[src/hdl/rpn_pkg.sv]
`timescale 1ns / 1ps
// ----------------------------------------------------------------------------
// rpn_pkg
// shared types and codes for the rpn stack evaluator
// ----------------------------------------------------------------------------
package rpn_pkg;

	localparam int WORD_W   = 32;
	localparam int DEPTH_W  = 5;
	localparam int DIV_STEPS = 32;

	typedef logic signed [WORD_W-1:0] word_t;

	typedef enum logic [2:0] {
		CMD_PUSH  = 3'd0,
		CMD_PRINT = 3'd1,
		CMD_ADD   = 3'd2,
		CMD_MUL   = 3'd3,
		CMD_SUB   = 3'd4,
		CMD_DIV   = 3'd5,
		CMD_MIN   = 3'd6,
		CMD_MAX   = 3'd7
	} cmd_t;

	typedef enum logic [1:0] {
		STAT_OK      = 2'd0,
		STAT_UNDER   = 2'd1,
		STAT_OVER    = 2'd2,
		STAT_DIVZERO = 2'd3
	} status_t;

	typedef enum logic {
		S_IDLE,
		S_DIV
	} state_t;

	// per-cell move control
	typedef struct packed {
		logic take_up;
		logic take_dn;
	} cell_ctl_t;

endpackage

[src/hdl/rpn_cmd_if.sv]
`timescale 1ns / 1ps
// ----------------------------------------------------------------------------
// rpn_cmd_if
// command channel: one parsed token per transaction
// ----------------------------------------------------------------------------
interface rpn_cmd_if;
	logic                valid;
	logic                ready;
	rpn_pkg::cmd_t       command;
	rpn_pkg::word_t      literal;

	modport source (output valid, output command, output literal, input ready);
	modport sink   (input valid, input command, input literal, output ready);
endinterface

[src/hdl/rpn_res_if.sv]
`timescale 1ns / 1ps
// ----------------------------------------------------------------------------
// rpn_res_if
// result channel: one result per command transaction
// ----------------------------------------------------------------------------
interface rpn_res_if;
	logic                              valid;
	logic                              ready;
	logic                              printed;
	rpn_pkg::word_t                    print_value;
	rpn_pkg::status_t                  status;
	logic [rpn_pkg::DEPTH_W-1:0]       depth_now;

	modport source (output valid, output printed, output print_value, output status,
		output depth_now, input ready);
	modport sink   (input valid, input printed, input print_value, input status,
		input depth_now, output ready);
endinterface

[src/hdl/rpn_cell.sv]
`timescale 1ns / 1ps
// ----------------------------------------------------------------------------
// rpn_cell
// one stack entry; loads from the neighbor above or below
// ----------------------------------------------------------------------------
module rpn_cell (
	input  logic                  clk,
	input  rpn_pkg::cell_ctl_t    ctl,
	input  rpn_pkg::word_t        up,
	input  rpn_pkg::word_t        dn,
	output rpn_pkg::word_t        q
);
	import rpn_pkg::*;

	word_t val_q;

	always_ff @(posedge clk) begin
		if (ctl.take_up) begin
			val_q <= up;
		end else if (ctl.take_dn) begin
			val_q <= dn;
		end
	end

	assign q = val_q;

endmodule

[src/hdl/rpn_div.sv]
`timescale 1ns / 1ps
// ----------------------------------------------------------------------------
// rpn_div
// signed truncating divider, one quotient bit per cycle
// ----------------------------------------------------------------------------
module rpn_div (
	input  logic              clk,
	input  logic              arst_n,
	input  logic              start,
	input  rpn_pkg::word_t    dividend,
	input  rpn_pkg::word_t    divisor,
	output logic              done,
	output rpn_pkg::word_t    quotient
);
	import rpn_pkg::*;

	localparam int CNT_W = $clog2(DIV_STEPS);

	logic               busy_q;
	logic               done_q;
	logic [CNT_W-1:0]   cnt_q;
	logic               neg_q;
	logic [WORD_W-1:0]  dq_q;
	logic [WORD_W-1:0]  dm_q;
	logic [WORD_W:0]    rem_q;
	logic [WORD_W:0]    rem_sh;
	logic               ge;

	assign rem_sh = {rem_q[WORD_W-1:0], dq_q[WORD_W-1]};
	assign ge     = rem_sh >= {1'b0, dm_q};

	always_ff @(posedge clk or negedge arst_n) begin
		if (!arst_n) begin
			busy_q <= 1'b0;
			done_q <= 1'b0;
			cnt_q  <= '0;
		end else begin
			done_q <= 1'b0;
			if (start) begin
				busy_q <= 1'b1;
				cnt_q  <= '0;
			end else if (busy_q) begin
				cnt_q <= cnt_q + CNT_W'(1);
				if (cnt_q == CNT_W'(DIV_STEPS - 1)) begin
					busy_q <= 1'b0;
					done_q <= 1'b1;
				end
			end
		end
	end

	always_ff @(posedge clk) begin
		if (start) begin
			neg_q <= dividend[WORD_W-1] ^ divisor[WORD_W-1];
			dq_q  <= dividend[WORD_W-1] ? -dividend : dividend;
			dm_q  <= divisor[WORD_W-1] ? -divisor : divisor;
			rem_q <= '0;
		end else if (busy_q) begin
			rem_q <= ge ? (rem_sh - {1'b0, dm_q}) : rem_sh;
			dq_q  <= {dq_q[WORD_W-2:0], ge};
		end
	end

	assign done     = done_q;
	assign quotient = neg_q ? -dq_q : dq_q;

endmodule

[src/hdl/rpn_stack_evaluator_core.sv]
`timescale 1ns / 1ps
// ----------------------------------------------------------------------------
// rpn_stack_evaluator_core
// reverse-polish integer stack machine built as a chain of stack cells
// push, print, add, multiply, subtract, min, max and errors: result registered from the accepted command
// divide: runs in the bit-serial divider, then the quotient replaces the top two cells
// one command at a time; one per cycle while the result channel is free, none taken during divide
// reset: arst_n clears the depth count, fsm and result valid; cells are not cleared
// ----------------------------------------------------------------------------
module rpn_stack_evaluator_core #(
	parameter int STACK_DEPTH = 16
) (
	input  logic      clk,
	input  logic      arst_n,
	rpn_cmd_if.sink   cmd,
	rpn_res_if.source res
);
	import rpn_pkg::*;

	localparam int CW = $clog2(STACK_DEPTH + 1);

	state_t            state_q;
	state_t            state_d;
	logic [CW-1:0]     count_q;
	word_t             cell_q [STACK_DEPTH];
	word_t             top;
	word_t             nxt;

	logic              in_fire;
	logic              out_free;
	logic              is_full;
	logic              under_one;
	logic              under_two;
	logic              div_start;
	logic              div_done;
	word_t             div_q;

	logic              do_push;
	logic              do_pop;
	logic              do_repl;
	word_t             repl_val;
	word_t             alu_val;
	cell_ctl_t         head_ctl;
	cell_ctl_t         tail_ctl;

	logic              res_load;
	logic              res_printed;
	word_t             res_pval;
	status_t           res_status;
	logic [CW-1:0]     res_count;

	logic              out_valid_q;
	logic              printed_q;
	word_t             pval_q;
	status_t           status_q;
	logic [CW-1:0]     depth_q;

	assign top       = cell_q[0];
	assign nxt       = cell_q[1];
	assign out_free  = !out_valid_q || res.ready;
	assign in_fire   = cmd.valid && cmd.ready;
	assign is_full   = count_q == CW'(STACK_DEPTH);
	assign under_one = count_q == '0;
	assign under_two = count_q <= CW'(1);

	// next state
	always_comb begin
		state_d = state_q;
		case (state_q)
			S_IDLE: begin
				if (div_start) begin
					state_d = S_DIV;
				end
			end
			S_DIV: begin
				if (div_done) begin
					state_d = S_IDLE;
				end
			end
			default: state_d = S_IDLE;
		endcase
	end

	// fsm outputs
	always_comb begin
		cmd.ready = 1'b0;
		case (state_q)
			S_IDLE:  cmd.ready = out_free;
			S_DIV:   cmd.ready = 1'b0;
			default: cmd.ready = 1'b0;
		endcase
	end

	always_ff @(posedge clk or negedge arst_n) begin
		if (!arst_n) begin
			state_q <= S_IDLE;
		end else begin
			state_q <= state_d;
		end
	end

	// combinational operators
	always_comb begin
		case (cmd.command)
			CMD_ADD: alu_val = nxt + top;
			CMD_MUL: alu_val = WORD_W'(nxt * top);
			CMD_SUB: alu_val = nxt - top;
			CMD_MIN: alu_val = (top < nxt) ? top : nxt;
			CMD_MAX: alu_val = (nxt < top) ? top : nxt;
			default: alu_val = nxt;
		endcase
	end

	// command decode
	always_comb begin
		do_push     = 1'b0;
		do_pop      = 1'b0;
		do_repl     = 1'b0;
		div_start   = 1'b0;
		repl_val    = alu_val;
		res_load    = 1'b0;
		res_printed = 1'b0;
		res_pval    = '0;
		res_status  = STAT_OK;
		res_count   = count_q;
		if (div_done) begin
			do_repl   = 1'b1;
			repl_val  = div_q;
			res_load  = 1'b1;
			res_count = count_q - CW'(1);
		end else if (in_fire) begin
			case (cmd.command)
				CMD_PUSH: begin
					res_load = 1'b1;
					if (is_full) begin
						res_status = STAT_OVER;
					end else begin
						do_push   = 1'b1;
						res_count = count_q + CW'(1);
					end
				end
				CMD_PRINT: begin
					res_load = 1'b1;
					if (under_one) begin
						res_status = STAT_UNDER;
					end else begin
						do_pop      = 1'b1;
						res_printed = 1'b1;
						res_pval    = top;
						res_count   = count_q - CW'(1);
					end
				end
				default: begin
					if (under_two) begin
						res_load   = 1'b1;
						res_status = STAT_UNDER;
					end else if (cmd.command == CMD_DIV && top == '0) begin
						res_load   = 1'b1;
						res_status = STAT_DIVZERO;
					end else if (cmd.command == CMD_DIV) begin
						div_start = 1'b1;
					end else begin
						res_load  = 1'b1;
						do_repl   = 1'b1;
						res_count = count_q - CW'(1);
					end
				end
			endcase
		end
	end

	// cell moves: the head takes a new value, the tail shifts
	always_comb begin
		head_ctl.take_up = do_push || do_repl;
		head_ctl.take_dn = do_pop;
		tail_ctl.take_up = do_push;
		tail_ctl.take_dn = do_pop || do_repl;
	end

	rpn_cell u_head (
		.clk (clk),
		.ctl (head_ctl),
		.up  (do_push ? cmd.literal : repl_val),
		.dn  (cell_q[1]),
		.q   (cell_q[0])
	);

	for (genvar i = 1; i < STACK_DEPTH; i++) begin : g_cell
		rpn_cell u_cell (
			.clk (clk),
			.ctl (tail_ctl),
			.up  (cell_q[i-1]),
			.dn  ((i == STACK_DEPTH - 1) ? word_t'(0) : cell_q[(i + 1) % STACK_DEPTH]),
			.q   (cell_q[i])
		);
	end

	rpn_div u_div (
		.clk      (clk),
		.arst_n   (arst_n),
		.start    (div_start),
		.dividend (nxt),
		.divisor  (top),
		.done     (div_done),
		.quotient (div_q)
	);

	always_ff @(posedge clk or negedge arst_n) begin
		if (!arst_n) begin
			count_q     <= '0;
			out_valid_q <= 1'b0;
		end else begin
			count_q <= res_count;
			if (res_load) begin
				out_valid_q <= 1'b1;
			end else if (res.ready) begin
				out_valid_q <= 1'b0;
			end
		end
	end

	always_ff @(posedge clk) begin
		if (res_load) begin
			printed_q <= res_printed;
			pval_q    <= res_pval;
			status_q  <= res_status;
			depth_q   <= res_count;
		end
	end

	assign res.valid       = out_valid_q;
	assign res.printed     = printed_q;
	assign res.print_value = pval_q;
	assign res.status      = status_q;
	assign res.depth_now   = DEPTH_W'(depth_q);

	// checks
	a_busy_no_cmd: assert property (@(posedge clk) disable iff (!arst_n)
		state_q == S_DIV |-> !cmd.ready)
		else $error("command transaction accepted during divide");

	a_count_range: assert property (@(posedge clk) disable iff (!arst_n)
		count_q <= CW'(STACK_DEPTH))
		else $error("stack count above depth");

	a_div_done_state: assert property (@(posedge clk) disable iff (!arst_n)
		div_done |-> state_q == S_DIV)
		else $error("divider finished outside divide state");

	a_push_depth: assert property (@(posedge clk) disable iff (!arst_n)
		(in_fire && cmd.command == CMD_PUSH && !is_full) |=>
		count_q == $past(count_q) + CW'(1))
		else $error("push did not grow the stack");

endmodule

[src/flat_wrapper.sv]
// flat-port wrapper written by rule: the top's interface ports become plain ports
module rpn_stack_evaluator_core_flat import rpn_pkg::*;
#(
	parameter int STACK_DEPTH = 16
)
  (clk, arst_n, cmd_valid, cmd_command, cmd_literal, cmd_ready, res_valid, res_printed, res_print_value, res_status, res_depth_now, res_ready);
  rpn_cmd_if cmd_i ();
  rpn_res_if res_i ();
  input  logic clk;
  input  logic arst_n;
  input wire logic [$bits(cmd_i.valid)-1:0] cmd_valid;
  input wire logic [$bits(cmd_i.command)-1:0] cmd_command;
  input wire logic [$bits(cmd_i.literal)-1:0] cmd_literal;
  output wire logic [$bits(cmd_i.ready)-1:0] cmd_ready;
  output wire logic [$bits(res_i.valid)-1:0] res_valid;
  output wire logic [$bits(res_i.printed)-1:0] res_printed;
  output wire logic [$bits(res_i.print_value)-1:0] res_print_value;
  output wire logic [$bits(res_i.status)-1:0] res_status;
  output wire logic [$bits(res_i.depth_now)-1:0] res_depth_now;
  input wire logic [$bits(res_i.ready)-1:0] res_ready;
  assign cmd_i.valid = cmd_valid;
  assign cmd_i.command = cmd_command;
  assign cmd_i.literal = cmd_literal;
  assign cmd_ready = cmd_i.ready;
  assign res_valid = res_i.valid;
  assign res_printed = res_i.printed;
  assign res_print_value = res_i.print_value;
  assign res_status = res_i.status;
  assign res_depth_now = res_i.depth_now;
  assign res_i.ready = res_ready;
  rpn_stack_evaluator_core #(.STACK_DEPTH(STACK_DEPTH)) u_core (.clk(clk), .arst_n(arst_n), .cmd(cmd_i), .res(res_i));
endmodule
[config.mk]
export PLATFORM = sky130hd
export DESIGN_NAME = rpn_stack_evaluator_core_flat
export DESIGN_NICKNAME = d
export VERILOG_FILES = /design/src/hdl/rpn_pkg.sv /design/src/hdl/rpn_cmd_if.sv /design/src/hdl/rpn_res_if.sv /design/src/hdl/rpn_cell.sv /design/src/hdl/rpn_div.sv /design/src/hdl/rpn_stack_evaluator_core.sv /design/src/flat_wrapper.sv
export SDC_FILE = /design/constraint.sdc
export NUM_CORES = 2
export LEC_CHECK = 0
export CORE_UTILIZATION = 59
export CTS_CLUSTER_SIZE = 28
export DETAILED_ROUTE_END_ITERATION = 12
export DONT_BUFFER_PORTS = 1
export PLACE_DENSITY_LB_ADDON = 0.05
export RECOVER_POWER = 100
export SYNTH_ARGS = -nofsm -noshare
export SYNTH_HDL_FRONTEND = slang
export SYNTH_SLANG_ARGS = --single-unit
[constraint.sdc]
create_clock -name clk -period 15.16 [get_ports clk]
set_input_delay 3.032 -clock clk [delete_from_list [all_inputs] [get_ports clk]]
set_output_delay 3.032 -clock clk [all_outputs]
set_load 0.02 [all_outputs]
==> summary.md <==
| Metric | Value |
|---|---|
| Status | complete, but fails checks |
| Failing checks | max-capacitance violations, max-slew violations |
| Post-synthesis cell count | 5557 |
| Overall fraction of global-route tracks in use | 32.8% |
| Filler instances | 7332 |
| Antenna violations before repair | 9 |
| Worst slew margin | -209% |
| Detailed-route vias per instance | 5.90 |
| Worst-skew pair later-pin latency | 0.69 ns |
| M1 GR Usage | 46.6% |
| Initial DRC count | 3981 |
| Hold Buf Count CTS | 0 |
| Worst hold path type | flop to flop |
| Async S/R FF share, synth | 2.11% |
| Period utilisation layout | 75.4% |
| CP peak stage delay | 3.08 ns |
| Routed len/inst | 21.6 um |
| Synth warnings | 0 |
| Hpwl dp | 99000 um |
| Die ar. | 0.0882 mm^2 |
| Register-to-Register Path Depth | 26 |
| Commonest non-fill, non-tap cells in the layout | nand2_1, edfxtp_1, inv_1 |
| Total wire length | 143000 um |
| Commonest non-fill, non-tap cell in the layout | nand2_1 |
| Crit-path leading delay family | buffers and inverters |
| Mean Syn Cell Area | 9.24 um^2 |
| Multi-input logic area | 0.0286 mm^2 |
| CP Launch Point | res_ready |
| Net Count, Synth | 6260 |
| Fin Hold WS | 0.467 ns |
| Root Driver | clkbuf_16 |
| CTS sink count | 663 |
| Max Clock Freq | 87.5 MHz |
| Worst R2R Setup Slack | 5.27 ns |
| Post-CTS sizing | 0 |
| Hold path start | u_core.u_div.rem_q[21]$_SDFFE_PP0P_ |
| Final setup fails | 0 |
| CP Capture Type | flop |
| Most frequent CP cell | clkbuf_1 |
| Layout cells sized above 1 | 3.64% |
| Reg-to-Reg End | u_core.u_head.q[31]$_DFFE_PP_ |
| Setup bufs post-CTS | 0 |
| Met2 Use GR | 50.0% |
| WS Path Type | input port to flop |
| Hold Path Depth | 2 |
| Core area | 0.0857 mm^2 |
| Post-synthesis sequential area ratio | 38.0% |
| Number of flops mapped to enable cells by yosys | 617 |
| Max-cap violations | 18 |
| Port bufs | 0 |
| Clock skew | 0.0569 ns |
| Initial Util | 59.9% |
| Crit-path max FO | 77 |
| CP max-delay cell | clkbuf_1 |
| Bufs on Longest Clock Path | 3 |
| Final Hold Vio Count | 0 |
| Synthesis-to-layout area growth | 6.29% |
| Max-slew violation count | 1046 |
| Post-synthesis sequential element count | 663 |
| H-tree levels | 3 |
| Io pins | 81 |
| NumNets Final | 6088 |
| Mapped cell area | 0.0513 mm^2 |
| Min Tclk post-route | 11.43 ns |
| Die X | 297 um |
| # rows | 107 |
| Hold path endpoint | u_core.u_div.rem_q[22]$_SDFFE_PP0P_ |
| Crit path required time | 15.33 ns |
| Routability cong. | 0.994 |
| CTS tree | built |
| Crit path launch type | input port |
| Routed via count | 38861 |
| Ys flop type | edfxtp_1 |
| Crit path buf inv count | 3 |
| Remaining antenna violation count | 0 |
| Detailed Routing Iterations Pass 1 | 7 |
| Synth cell types | 82 |
| Die Height | 297 um |
| Vias in the first global route | 38006 |
| Largest net degree at the start of global routing | 225 |
| Slew @ Worst Pin | 4.63 ns |
| Setup TNS | 0 ns |
| Grt met3 use | 5.94% |
| DRC | 0 |
| Worst R2R Start | u_core.u_head.q[0]$_DFFE_PP_ |
| Unrepaired setup endpoints after global routing | no |
| First-pass GRT wire length | 223000 um |
| GRT overflow | 0 |
| CP cell instances | inv_1 > a21oi_1 > and2_0 > o21ai_0 > a31o_2 > nand2b_1 > clkbuf_1 > clkbuf_1 |
| FF+latch area | 0.0195 mm^2 |
| GRT Max-Usage Layer | met2 |
| Critical Path AT | 11.60 ns |
| Num CTS Buffers | 76 |
| Reg clk slew, reported paths | 0.06 ns |
-- sequential cells by signal (all words and copies together) (netlist names), 32 cells and up --
name / count
u_core.u_head.q: 32
u_core.g_cell.u_cell.q: 480
u_core.u_div.dm_q: 32
u_core.u_div.rem_q: 32
u_core.res.print_value: 32
u_core.u_div.dq_q: 32
-- Yosys cell counts, drive strengths merged, types with 6 or more instances --
cell type	count	area [um^2]
nor2b	17	106
clkbuf	296	1110
nor4	21	131
a31oi	21	131
dfxtp	32	641
fa	411	8230
a221o	11	110
mux2i	15	150
xnor2	145	1270
ha	253	3170
nor2	166	623
o21a	12	90.1
and2	338	2110
or3	24	160
buf	30	128
nand2	1627	6110
a221oi	25	225
or2	8	50.1
a21oi	181	910
or4	12	90.1
edfxtp	617	18500
dfrtp	14	350
nor3	79	395
a21o	49	368
a2111oi	6	58.8
and3	11	68.8
o21ai	222	1110
o22ai	17	106
xor2	80	701
nand4	19	119
inv	534	2000
a211oi	22	165
o21bai	13	97.6
nand2b	32	200
nand3	33	170
o211ai	17	128
o221ai	10	87.6
o31ai	42	329
o41ai	13	121
a211o	9	78.8
-- routing by layer --
layer,part of all wire (%),vias to the layer above
met1,42,19019
met2,44,1647
met3,8.6,358
li1,-,17829
met4,4.5,8
met5,0.056,-
-- tightest hold or removal path: stages (launching register included) --
cell	delay (ns)
dfxtp_1	0.32
nand2_1	0.06
a31oi_1	0.07
-- worst max path at each step --
| stage | to | cells after the start | slack, ns |
|---|---|---|---|
| finish | u_core.g_cell[13].u_cell.q[14]$_DFFE_PP_ | 8 | 3.73 |
| global route | u_core.g_cell[4].u_cell.q[13]$_DFFE_PP_ | 8 | 3.27 |
| CTS | u_core.u_head.q[31]$_DFFE_PP_ | 25 | 6.17 |
| detailed placement | u_core.u_head.q[31]$_DFFE_PP_ | 25 | 6.18 |
| global placement | u_core.u_head.q[31]$_DFFE_PP_ | 25 | 6.41 |
| floorplan | u_core.u_head.q[0]$_DFFE_PP_ | 7 | 3.59 |
-- kinds of logic after synthesis --
family | Yosys count | synth area share, %
AND/OR/NAND/NOR | 2401 | 20.3
buffers and inverters | 864 | 6.35
AO/OA/AOI/OAI | 723 | 8.93
adder cells (fa/ha/maj) | 664 | 22.2
flip-flops | 663 | 38.0
XOR/XNOR | 225 | 3.84
multiplexers | 17 | 0.336
-- through the flow --
step / cells / util, % / cell area [um^2] / worst slack [ns]
after floorplan: 5557 / - / 51400 / 3.59
after global placement: 6451 / 60.9 / 52200 / 6.41
after detailed placement: 6451 / 60.9 / 52200 / 6.18
after CTS: 6588 / 63.8 / 54700 / 6.17
after global routing: 6591 / 63.7 / 54600 / 3.27
final: 6591 / 63.7 / 54600 / 3.73
-- area by class of cell --
| cell class | count | area share [%] |
|---|---|---|
| multi-input combinational | 4030 | 52.4 |
| sequential | 663 | 35.8 |
| inverter | 538 | 3.70 |
| clock buffer | 93 | 3.64 |
| tap | 1144 | 2.62 |
| timing repair buffer | 76 | 1.05 |
| clock inverter | 44 | 0.825 |
| antenna | 3 | 0.0138 |
Power is left out: the tool's default activity adds up to more than one toggle a clock period on the data nets, which glitch-free logic cannot reach.
